--- src/rtl/dth_pkg.sv ---
// ---------------------------------------------------------------------------
// Deadline timer heap package
// Defaults, result codes, action codes and sequencer states.
// ---------------------------------------------------------------------------
package dth_pkg;

   localparam int HEAP_DEPTH_DEF = 32;
   localparam int TIME_BITS_DEF  = 32;
   localparam int TAG_BITS_DEF   = 8;

   localparam logic ACT_PUSH    = 1'b0;
   localparam logic ACT_ADVANCE = 1'b1;

   typedef enum logic [2:0] {
      ST_EXPIRED   = 3'd0,
      ST_PUSH_OK   = 3'd1,
      ST_PUSH_PAST = 3'd2,
      ST_PUSH_FULL = 3'd3,
      ST_NONE_DUE  = 3'd4
   } status_type;

   typedef enum logic [3:0] {
      S_IDLE,
      S_PUSH_TEST,
      S_UP_TEST,
      S_UP_CMP,
      S_ADVANCE,
      S_CHECK,
      S_DN_LOAD,
      S_DN_READ,
      S_DN_PICK,
      S_DN_CMP,
      S_DONE
   } state_type;

   // One result handed from the sequencer to the output register.
   typedef struct packed {
      logic       valid;
      status_type status;
      logic       last;
   } emit_type;

endpackage

--- src/rtl/deadline_timer_heap.sv ---
// ---------------------------------------------------------------------------
// Deadline timer heap
// Min-heap timer queue: pushes sift up, an advance expires due entries.
// ---------------------------------------------------------------------------
// The block takes one transaction at a time and holds req_stall high until
// its last result has been loaded into the output register. A push climbs
// at most log2(HEAP_DEPTH) heap levels before it settles, and a refused push
// does not touch the heap. An advance moves the clock forward, then for each
// expired entry refills the root from the last entry and sinks it, all paced
// by the single entry comparator and the one write port of the heap memory.
// Stalls on the result side hold the block longer. Each result carries the
// earliest deadline still held, all ones when the queue is empty.
module deadline_timer_heap #(
   parameter int HEAP_DEPTH = dth_pkg::HEAP_DEPTH_DEF,
   parameter int TIME_BITS  = dth_pkg::TIME_BITS_DEF,
   parameter int TAG_BITS   = dth_pkg::TAG_BITS_DEF,
   localparam int CNT_BITS  = $clog2(HEAP_DEPTH + 1)
) (
   input  logic                 clock,
   input  logic                 reset,
   input  logic                 req_valid,
   output logic                 req_stall,
   input  logic                 req_action,
   input  logic [TIME_BITS-1:0] req_time_value,
   input  logic [TAG_BITS-1:0]  req_entry_tag,
   output logic                 rsp_valid,
   input  logic                 rsp_stall,
   output logic [2:0]           rsp_status,
   output logic [TAG_BITS-1:0]  rsp_expired_tag,
   output logic [TIME_BITS-1:0] rsp_next_deadline,
   output logic [CNT_BITS-1:0]  rsp_entry_count,
   output logic                 rsp_last
);

   dth_pkg::emit_type    emit;
   logic [TAG_BITS-1:0]  emit_tag;
   logic [TIME_BITS-1:0] emit_deadline;
   logic [CNT_BITS-1:0]  emit_count;
   logic                 slot_free;

   logic                 rsp_valid_ff, rsp_valid_in;
   dth_pkg::status_type  rsp_status_ff;
   logic [TAG_BITS-1:0]  rsp_tag_ff;
   logic [TIME_BITS-1:0] rsp_deadline_ff;
   logic [CNT_BITS-1:0]  rsp_count_ff;
   logic                 rsp_last_ff;

   dth_core #(
      .HEAP_DEPTH (HEAP_DEPTH),
      .TIME_BITS  (TIME_BITS),
      .TAG_BITS   (TAG_BITS)
   ) u_core (
      .clock          (clock),
      .reset          (reset),
      .req_valid      (req_valid),
      .req_stall      (req_stall),
      .req_action     (req_action),
      .req_time_value (req_time_value),
      .req_entry_tag  (req_entry_tag),
      .slot_free      (slot_free),
      .emit           (emit),
      .emit_tag       (emit_tag),
      .emit_deadline  (emit_deadline),
      .emit_count     (emit_count)
   );

   assign slot_free = !rsp_valid_ff || !rsp_stall;

   always_comb begin
      rsp_valid_in = rsp_valid_ff;
      if (emit.valid) begin
         rsp_valid_in = 1'b1;
      end else if (!rsp_stall) begin
         rsp_valid_in = 1'b0;
      end
   end

   always_ff @(posedge clock) begin
      if (reset) begin
         rsp_valid_ff <= 1'b0;
      end else begin
         rsp_valid_ff <= rsp_valid_in;
      end
   end

   always_ff @(posedge clock) begin
      if (emit.valid) begin
         rsp_status_ff   <= emit.status;
         rsp_tag_ff      <= emit_tag;
         rsp_deadline_ff <= emit_deadline;
         rsp_count_ff    <= emit_count;
         rsp_last_ff     <= emit.last;
      end
   end

   assign rsp_valid         = rsp_valid_ff;
   assign rsp_status        = rsp_status_ff;
   assign rsp_expired_tag   = rsp_tag_ff;
   assign rsp_next_deadline = rsp_deadline_ff;
   assign rsp_entry_count   = rsp_count_ff;
   assign rsp_last          = rsp_last_ff;

endmodule

--- src/rtl/dth_cmp.sv ---
// ---------------------------------------------------------------------------
// Deadline timer heap compare unit
// Orders two (deadline, tag) entries: deadline first, smaller tag on a tie.
// ---------------------------------------------------------------------------
module dth_cmp #(
   parameter int TIME_BITS = dth_pkg::TIME_BITS_DEF,
   parameter int TAG_BITS  = dth_pkg::TAG_BITS_DEF
) (
   input  logic [TIME_BITS-1:0] a_time,
   input  logic [TAG_BITS-1:0]  a_tag,
   input  logic [TIME_BITS-1:0] b_time,
   input  logic [TAG_BITS-1:0]  b_tag,
   output logic                 a_less
);

   always_comb begin
      if (a_time != b_time) begin
         a_less = (a_time < b_time);
      end else begin
         a_less = (a_tag < b_tag);
      end
   end

endmodule

--- src/rtl/dth_core.sv ---
// ---------------------------------------------------------------------------
// Deadline timer heap core
// Heap memory, sift sequencer and clock register around one compare unit.
// ---------------------------------------------------------------------------
module dth_core #(
   parameter int HEAP_DEPTH = dth_pkg::HEAP_DEPTH_DEF,
   parameter int TIME_BITS  = dth_pkg::TIME_BITS_DEF,
   parameter int TAG_BITS   = dth_pkg::TAG_BITS_DEF,
   localparam int CNT_BITS  = $clog2(HEAP_DEPTH + 1)
) (
   input  logic                  clock,
   input  logic                  reset,
   input  logic                  req_valid,
   output logic                  req_stall,
   input  logic                  req_action,
   input  logic [TIME_BITS-1:0]  req_time_value,
   input  logic [TAG_BITS-1:0]   req_entry_tag,
   input  logic                  slot_free,
   output dth_pkg::emit_type     emit,
   output logic [TAG_BITS-1:0]   emit_tag,
   output logic [TIME_BITS-1:0]  emit_deadline,
   output logic [CNT_BITS-1:0]   emit_count
);

   localparam int IDX_BITS = $clog2(HEAP_DEPTH);
   localparam int CHW      = IDX_BITS + 2;

   // Heap storage, one write and two registered reads a cycle.
   logic [TIME_BITS-1:0] heap_time_mem [HEAP_DEPTH];
   logic [TAG_BITS-1:0]  heap_tag_mem  [HEAP_DEPTH];
   logic [TIME_BITS-1:0] rd0_time_ff, rd1_time_ff;
   logic [TAG_BITS-1:0]  rd0_tag_ff, rd1_tag_ff;

   dth_pkg::state_type   state_ff, state_in;
   dth_pkg::status_type  stat_ff, stat_in;
   logic [CNT_BITS-1:0]  count_ff, count_in;
   logic [TIME_BITS-1:0] clk_ff, clk_in;
   logic [TIME_BITS-1:0] x_time_ff, x_time_in;
   logic [TAG_BITS-1:0]  x_tag_ff, x_tag_in;
   logic [IDX_BITS-1:0]  hole_ff, hole_in;
   logic [IDX_BITS-1:0]  child_idx_ff, child_idx_in;
   logic [TIME_BITS-1:0] child_time_ff, child_time_in;
   logic [TAG_BITS-1:0]  child_tag_ff, child_tag_in;
   logic                 pend_ff, pend_in;
   logic [TAG_BITS-1:0]  pend_tag_ff, pend_tag_in;
   logic [TIME_BITS-1:0] root_time_ff, root_time_in;
   logic [TAG_BITS-1:0]  root_tag_ff, root_tag_in;

   logic                 wr_en;
   logic [IDX_BITS-1:0]  wr_addr;
   logic [TIME_BITS-1:0] wr_time;
   logic [TAG_BITS-1:0]  wr_tag;
   logic [IDX_BITS-1:0]  rd0_addr, rd1_addr;

   logic [TIME_BITS-1:0] op_a_time, op_b_time;
   logic [TAG_BITS-1:0]  op_a_tag, op_b_tag;
   logic                 a_less;

   logic [IDX_BITS-1:0]  parent_idx;
   logic [CHW-1:0]       left_w, right_w, count_w;
   logic [CNT_BITS-1:0]  count_dec;
   logic                 due;

   dth_cmp #(
      .TIME_BITS (TIME_BITS),
      .TAG_BITS  (TAG_BITS)
   ) u_cmp (
      .a_time (op_a_time),
      .a_tag  (op_a_tag),
      .b_time (op_b_time),
      .b_tag  (op_b_tag),
      .a_less (a_less)
   );

   assign parent_idx = (hole_ff - IDX_BITS'(1)) >> 1;
   assign left_w     = {1'b0, hole_ff, 1'b1};
   assign right_w    = left_w + CHW'(1);
   assign count_w    = CHW'(count_ff);
   assign count_dec  = count_ff - CNT_BITS'(1);
   assign due        = (count_ff != '0) && !a_less;

   assign req_stall     = (state_ff != dth_pkg::S_IDLE);
   assign emit_deadline = (count_ff != '0) ? root_time_ff : '1;
   assign emit_count    = count_ff;

   // Compare operands follow the sequencer step.
   always_comb begin
      op_a_time = x_time_ff;
      op_a_tag  = x_tag_ff;
      op_b_time = rd0_time_ff;
      op_b_tag  = rd0_tag_ff;
      case (state_ff)
         dth_pkg::S_PUSH_TEST, dth_pkg::S_ADVANCE: begin
            op_a_time = clk_ff;
            op_a_tag  = '0;
            op_b_time = x_time_ff;
            op_b_tag  = '0;
         end
         dth_pkg::S_CHECK: begin
            op_a_time = clk_ff;
            op_a_tag  = '0;
            op_b_time = root_time_ff;
            op_b_tag  = '0;
         end
         dth_pkg::S_DN_PICK: begin
            op_a_time = rd1_time_ff;
            op_a_tag  = rd1_tag_ff;
         end
         dth_pkg::S_DN_CMP: begin
            op_a_time = child_time_ff;
            op_a_tag  = child_tag_ff;
            op_b_time = x_time_ff;
            op_b_tag  = x_tag_ff;
         end
         default: begin
         end
      endcase
   end

   always_comb begin
      state_in      = state_ff;
      stat_in       = stat_ff;
      count_in      = count_ff;
      clk_in        = clk_ff;
      x_time_in     = x_time_ff;
      x_tag_in      = x_tag_ff;
      hole_in       = hole_ff;
      child_idx_in  = child_idx_ff;
      child_time_in = child_time_ff;
      child_tag_in  = child_tag_ff;
      pend_in       = pend_ff;
      pend_tag_in   = pend_tag_ff;
      wr_en         = 1'b0;
      wr_addr       = hole_ff;
      wr_time       = x_time_ff;
      wr_tag        = x_tag_ff;
      rd0_addr      = parent_idx;
      rd1_addr      = right_w[IDX_BITS-1:0];
      emit.valid    = 1'b0;
      emit.status   = stat_ff;
      emit.last     = 1'b1;
      emit_tag      = '0;

      case (state_ff)
         dth_pkg::S_IDLE: begin
            if (req_valid) begin
               x_time_in = req_time_value;
               x_tag_in  = req_entry_tag;
               pend_in   = 1'b0;
               state_in  = (req_action == dth_pkg::ACT_ADVANCE) ? dth_pkg::S_ADVANCE
                                                              : dth_pkg::S_PUSH_TEST;
            end
         end
         dth_pkg::S_PUSH_TEST: begin
            if (!a_less) begin
               stat_in  = dth_pkg::ST_PUSH_PAST;
               state_in = dth_pkg::S_DONE;
            end else if (count_ff == CNT_BITS'(HEAP_DEPTH)) begin
               stat_in  = dth_pkg::ST_PUSH_FULL;
               state_in = dth_pkg::S_DONE;
            end else begin
               hole_in  = count_ff[IDX_BITS-1:0];
               count_in = count_ff + CNT_BITS'(1);
               state_in = dth_pkg::S_UP_TEST;
            end
         end
         dth_pkg::S_UP_TEST: begin
            if (hole_ff == '0) begin
               wr_en    = 1'b1;
               stat_in  = dth_pkg::ST_PUSH_OK;
               state_in = dth_pkg::S_DONE;
            end else begin
               state_in = dth_pkg::S_UP_CMP;
            end
         end
         dth_pkg::S_UP_CMP: begin
            wr_en = 1'b1;
            if (a_less) begin
               // The parent moves down into the hole.
               wr_time  = rd0_time_ff;
               wr_tag   = rd0_tag_ff;
               hole_in  = parent_idx;
               state_in = dth_pkg::S_UP_TEST;
            end else begin
               stat_in  = dth_pkg::ST_PUSH_OK;
               state_in = dth_pkg::S_DONE;
            end
         end
         dth_pkg::S_ADVANCE: begin
            if (a_less) begin
               clk_in = x_time_ff;
            end
            state_in = dth_pkg::S_CHECK;
         end
         dth_pkg::S_CHECK: begin
            // A finished pop is reported here, once the next root is known.
            if ((pend_ff || !due) && !slot_free) begin
               state_in = dth_pkg::S_CHECK;
            end else begin
               emit.valid  = 1'b1;
               emit.status = pend_ff ? dth_pkg::ST_EXPIRED : dth_pkg::ST_NONE_DUE;
               emit.last   = !due;
               emit_tag    = pend_ff ? pend_tag_ff : '0;
               pend_in     = 1'b0;
               if (due) begin
                  emit.valid  = pend_ff;
                  pend_in     = 1'b1;
                  pend_tag_in = root_tag_ff;
                  count_in    = count_dec;
                  rd0_addr    = count_dec[IDX_BITS-1:0];
                  state_in    = (count_dec == '0) ? dth_pkg::S_CHECK : dth_pkg::S_DN_LOAD;
               end else begin
                  state_in = dth_pkg::S_IDLE;
               end
            end
         end
         dth_pkg::S_DN_LOAD: begin
            x_time_in = rd0_time_ff;
            x_tag_in  = rd0_tag_ff;
            hole_in   = '0;
            state_in  = dth_pkg::S_DN_READ;
         end
         dth_pkg::S_DN_READ: begin
            rd0_addr = left_w[IDX_BITS-1:0];
            if (left_w >= count_w) begin
               wr_en    = 1'b1;
               state_in = dth_pkg::S_CHECK;
            end else begin
               state_in = dth_pkg::S_DN_PICK;
            end
         end
         dth_pkg::S_DN_PICK: begin
            if ((right_w < count_w) && a_less) begin
               child_idx_in  = right_w[IDX_BITS-1:0];
               child_time_in = rd1_time_ff;
               child_tag_in  = rd1_tag_ff;
            end else begin
               child_idx_in  = left_w[IDX_BITS-1:0];
               child_time_in = rd0_time_ff;
               child_tag_in  = rd0_tag_ff;
            end
            state_in = dth_pkg::S_DN_CMP;
         end
         dth_pkg::S_DN_CMP: begin
            wr_en = 1'b1;
            if (a_less) begin
               wr_time  = child_time_ff;
               wr_tag   = child_tag_ff;
               hole_in  = child_idx_ff;
               state_in = dth_pkg::S_DN_READ;
            end else begin
               state_in = dth_pkg::S_CHECK;
            end
         end
         dth_pkg::S_DONE: begin
            if (slot_free) begin
               emit.valid = 1'b1;
               state_in   = dth_pkg::S_IDLE;
            end
         end
         default: begin
            state_in = dth_pkg::S_IDLE;
         end
      endcase
   end

   // The root entry is mirrored in registers for the next deadline output.
   always_comb begin
      root_time_in = root_time_ff;
      root_tag_in  = root_tag_ff;
      if (wr_en && (wr_addr == '0)) begin
         root_time_in = wr_time;
         root_tag_in  = wr_tag;
      end
   end

   always_ff @(posedge clock) begin
      if (wr_en) begin
         heap_time_mem[wr_addr] <= wr_time;
         heap_tag_mem[wr_addr]  <= wr_tag;
      end
      rd0_time_ff <= heap_time_mem[rd0_addr];
      rd0_tag_ff  <= heap_tag_mem[rd0_addr];
      rd1_time_ff <= heap_time_mem[rd1_addr];
      rd1_tag_ff  <= heap_tag_mem[rd1_addr];
   end

   always_ff @(posedge clock) begin
      if (reset) begin
         state_ff <= dth_pkg::S_IDLE;
         count_ff <= '0;
         clk_ff   <= '0;
         pend_ff  <= 1'b0;
      end else begin
         state_ff <= state_in;
         count_ff <= count_in;
         clk_ff   <= clk_in;
         pend_ff  <= pend_in;
      end
   end

   always_ff @(posedge clock) begin
      stat_ff       <= stat_in;
      x_time_ff     <= x_time_in;
      x_tag_ff      <= x_tag_in;
      hole_ff       <= hole_in;
      child_idx_ff  <= child_idx_in;
      child_time_ff <= child_time_in;
      child_tag_ff  <= child_tag_in;
      pend_tag_ff   <= pend_tag_in;
      root_time_ff  <= root_time_in;
      root_tag_ff   <= root_tag_in;
   end

endmodule

--- config.mk ---
export PLATFORM = sky130hd
export DESIGN_NAME = deadline_timer_heap
export DESIGN_NICKNAME = d
export VERILOG_FILES = /design/src/rtl/dth_pkg.sv /design/src/rtl/deadline_timer_heap.sv /design/src/rtl/dth_cmp.sv /design/src/rtl/dth_core.sv
export SDC_FILE = /design/constraint.sdc
export NUM_CORES = 2
export LEC_CHECK = 0
export BUFFER_PORTS_ARGS = -buffer_cell sky130_fd_sc_hd__buf_2
export CORE_MARGIN = 2
export CORE_UTILIZATION = 52
export CTS_CLUSTER_DIAMETER = 120
export DETAILED_ROUTE_END_ITERATION = 10
export PLACE_DENSITY_LB_ADDON = 0.2
export SLEW_MARGIN = 10
export SYNTH_ARGS = -nofsm -noshare
export SYNTH_HDL_FRONTEND = slang
export SYNTH_SLANG_ARGS = --single-unit
--- constraint.sdc ---
create_clock -name clock -period 14.7 [get_ports clock]
set_input_delay 3.675 -clock clock [delete_from_list [all_inputs] [get_ports clock]]
set_output_delay 3.675 -clock clock [all_outputs]
set_load 0.05 [all_outputs]
==> flow_summary.yaml <==
worst_setup_path:
  slowest_stage: "dfxtp_1"
  cp-end-kind: "register"
  crit_family: "simple AND/OR/NAND/NOR gates"
  worst-path-max-fanout: 60
  critPathBufInv: 5
  cpPeakStageDelay_ps: 740
  start_kind: "register"
  worstPathRequired_ps: 15380
  r2r_end: "u_core.rd0_tag_ff[2]$_DFF_P_"
  path_cells: "inv_1 > nor4_2 > buf_4 > buf_4 > a222oi_1 > nand2_1 > ha_1 > nand4_1 > nor4_1 > nand3_1 > a31oi_1 > o31a_2 > buf_4 > nand3_1 > nand2_8 > buf_4 > mux4_2 > a22o_1 > a31o_1 > a2111o_1"
  reg2reg_depth: 20
  r2r-start: "u_core.state_ff[3]$_SDFFE_PP0P_"
  critical_path_class: "register to register"
  critPathMostFrequentCell: "buf_4"
  reg2reg_slack_ps: 5680
  cp.arrival_ps: 9690
route:
  via_count: 45886
  via_per_inst: 6.74
  drtPass1Iterations: 11
  drt_iter0_markers: 7771
  drc: 0
  highest_layer: "met5"
  dr_wl_met2_um: 98700
  wl_met3_um: 29200
  ant_nets: 0
  wire_per_inst_um: 32.1
  wl_met1_um: 81600
  totalWireLength_um: 219000
pwr:
  power_density_nw_per_um2: 255
  pwr-share-comb_pct: 47.0
  p_sw_mw: 8.32
  intPower_mw: 11.3
  power_leakage_nw: 26.2
  p_seq_share_pct: 32.1
  sw_frac_of_total_pct: 42.3
  ir_drop_v: 0.000404
  p_clk_share_pct: 20.9
clock_network:
  cts_resized: 0
  numCtsBuffers: 163
  cts_setup_buffers: 0
  clk_latency_ps: 810
  cts.sink_count: 1594
  cts_root_buf: "clkbuf_16"
  ctsHoldBuffers: 0
  h-tree-depth: 4
  path_clk_slew_ps: 60
  clockBufferDepth: 3
  cts_tree: "done"
finish:
  nets: 5014
  drive_gt1_share_pct: 17.1
  area.growth.synth_to_final_pct: 11.9
floorplan:
  ios: 97
  core.rowCount: 133
  die_h_um: 368
  dieArea_sq_um: 136000
  fp.coreArea_sq_um: 132000
  chipWidth_um: 368
  start_util_pct: 52.4
grt:
  track_usage_pct: 32.0
  grt_pass1_vias: 43378
  grt_max_degree: 149
  antenna_found_initial: 9
  grt_pass1_wl_um: 311000
  grt.overflow.total: 0
synth:
  synth_compound_area_share_pct: 8.26
  postSynthCellCount: 4858
  ys_async_sr_fraction_pct: 0
  synth_top_area_share_pct: 64.0
  ys_ff_latch: 1594
  synth.avg_cell_area_sq_um: 14.2
  synthFlopType: "edfxtp_1"
  yosys.area_share.simple_pct: 10.3
  yosysTopAreaCell: "edfxtp_1"
  yosysMostFrequentCell: "edfxtp_1"
  synth_top_family_by_area: "simple AND/OR/NAND/NOR gates"
  ys_top_cells_by_area: "edfxtp_1 (64%), mux4_2 (8.6%), nand2_1 (6.3%)"
  synth_cell_types: 72
  synth_nets: 4960
  synth_common_cells: "edfxtp_1 (1470), nand2_1 (1164), mux4_2 (262)"
  yosys_warnings: 0
  synthAdderAreaFrac_pct: 1.03
  ys_seq_area_share_pct: 67.6
  synthXorXnorAreaFrac_pct: 0.216
  synth_edf_count: 1470
  syn_area_sq_um: 69000
  synth_mux_area_share_pct: 10.2
placed_design:
  dpl_worst_slack_ps: 5870
  portBuffers: 96
  hpwl_um: 120000
  finalWeightedCongestion: 0.916
sta:
  worst_pin_slew_ps: 1300
  rsz0062_at_grt: "false"
  setup_viol: 0
  period_needed_ps: 9020
  setup_tns_ps: 0
  fmax_mhz: 111
  worst_slack_ps: 5680
  finalHoldViolCount: 0
  slew_violations: 0
  clock_skew_ps: 34.0
  slew_headroom_pct: 13.4
  period_share_pct: 61.3
worst_hold_path:
  hold_depth: 0
  min_path_type: "register to register"
  hold_path_startpoint: "u_core.root_tag_ff[7]$_DFFE_PP_"
  hold_end: "u_core.pend_tag_ff[7]$_DFFE_PP_"
flow_run:
  maxCapViolations: 0
run_status:
  status: "completed"
area by class of cell:
class,count,area [sq um]
fill,10159,54500
clock buffer,229,4580
antenna,3,7.51
tap,1755,2200
clock inverter,75,697
sequential,1594,46600
multi-input combinational,2893,21400
inverter,26,98.8
timing repair buffer,234,1580
worst reg2reg max path, cell delays in order, from the launching register on:
cell	delay [ps]
dfxtp_1	740
inv_1	250
nor4_2	520
buf_4	520
buf_4	620
a222oi_1	200
nand2_1	110
ha_1	170
nand4_1	170
nor4_1	310
nand3_1	310
a31oi_1	700
o31a_2	300
buf_4	420
nand3_1	610
nand2_8	720
buf_4	750
mux4_2	620
a22o_1	270
a31o_1	210
a2111o_1	380
power groups by stage:
stage | combinational [mW] | sequential (mW) | clock, mW
after floorplan | 6.29 | 6.16 | 0
after global placement | 8.95 | 6.36 | 0
after detailed placement | 9.06 | 6.36 | 0
after CTS | 9.09 | 6.27 | 4.12
after global routing | 9.86 | 6.32 | 4.30
final | 9.24 | 6.31 | 4.10
cell families after synthesis:
| logic type | Yosys count |
|---|---|
| compound gates | 775 |
| xor+xnor | 17 |
| fa+ha+maj | 57 |
| buf+inv | 371 |
| flops | 1594 |
| mux | 376 |
| simple gates | 1668 |
layer usage:
| metal | vias to the layer above | global-route usage (%) |
|---|---|---|
| li1 | 18911 | - |
| met1 | 23183 | 43.7 |
| met3 | 546 | 8.76 |
| met2 | 3240 | 48.9 |
| met5 | - | 0 |
| met4 | 6 | 12.8 |
how the worst max path moves through the flow:
| stage | from | to | slack [ps] | depth (start not counted) |
|---|---|---|---|---|
| 2_1_floorplan | u_core.state_ff[3]$_SDFFE_PP0P_ | rsp_entry_count[0]$_DFFE_PP_ | 7570 | 16 |
| 6_report | u_core.state_ff[3]$_SDFFE_PP0P_ | u_core.rd0_tag_ff[2]$_DFF_P_ | 5680 | 20 |
| 5_1_grt | u_core.state_ff[3]$_SDFFE_PP0P_ | u_core.rd0_tag_ff[2]$_DFF_P_ | 5390 | 20 |
| 4_1_cts | u_core.state_ff[3]$_SDFFE_PP0P_ | u_core.rd0_tag_ff[2]$_DFF_P_ | 5840 | 20 |
| 3_5_place_dp | u_core.state_ff[3]$_SDFFE_PP0P_ | u_core.rd0_tag_ff[2]$_DFF_P_ | 5870 | 20 |
| 3_3_place_gp | u_core.state_ff[3]$_SDFFE_PP0P_ | u_core.rd0_tag_ff[2]$_DFF_P_ | 5990 | 20 |
layout by cell type (no fill, tap or decap), drive strengths merged, types with 57 or more instances in the layout:
master  netlist  routed
a22oi       103     103
o21ai        76      76
and3        120     120
a211oi       65      65
edfxtp     1470    1470
a21oi       117     117
ha           57      57
nor2         85      85
buf         146     234
nand2      1165    1165
a22o         66      66
mux4        262     262
clkbuf      199     229
mux2i       112     112
nand3       194     194
dfxtp       124     124
a31oi        97      97
registers in the layout, summed over array words and instances, names as in the netlist, 8 cells and up:
signal / flops
u_core.heap_time_mem: 1024
u_core.heap_tag_mem: 256
rsp_next_deadline: 32
u_core.child_time_ff: 32
u_core.clk_ff: 32
u_core.rd0_time_ff: 32
u_core.rd1_time_ff: 32
u_core.root_time_ff: 32
u_core.x_time_ff: 32
rsp_expired_tag: 8
u_core.child_tag_ff: 8
u_core.pend_tag_ff: 8
u_core.rd0_tag_ff: 8
u_core.rd1_tag_ff: 8
u_core.root_tag_ff: 8
u_core.x_tag_ff: 8
per-stage QoR:
| stage | instance area (sq um) | power [mW] | instances | hold WS [ps] | utilization (%) |
|---|---|---|---|---|---|
| after global placement | 71800 | 15.3 | 6502 | 403 | 54.6 |
| after floorplan | 69000 | 12.4 | 4858 | 400 | - |
| after global routing | 77100 | 20.5 | 6806 | 430 | 58.6 |
| after CTS | 77100 | 19.5 | 6806 | 419 | 58.6 |
| after detailed placement | 71800 | 15.4 | 6502 | 405 | 54.6 |
| final | 77100 | 19.6 | 6809 | 417 | 58.6 |
Power figures use the tool's default switching activity.
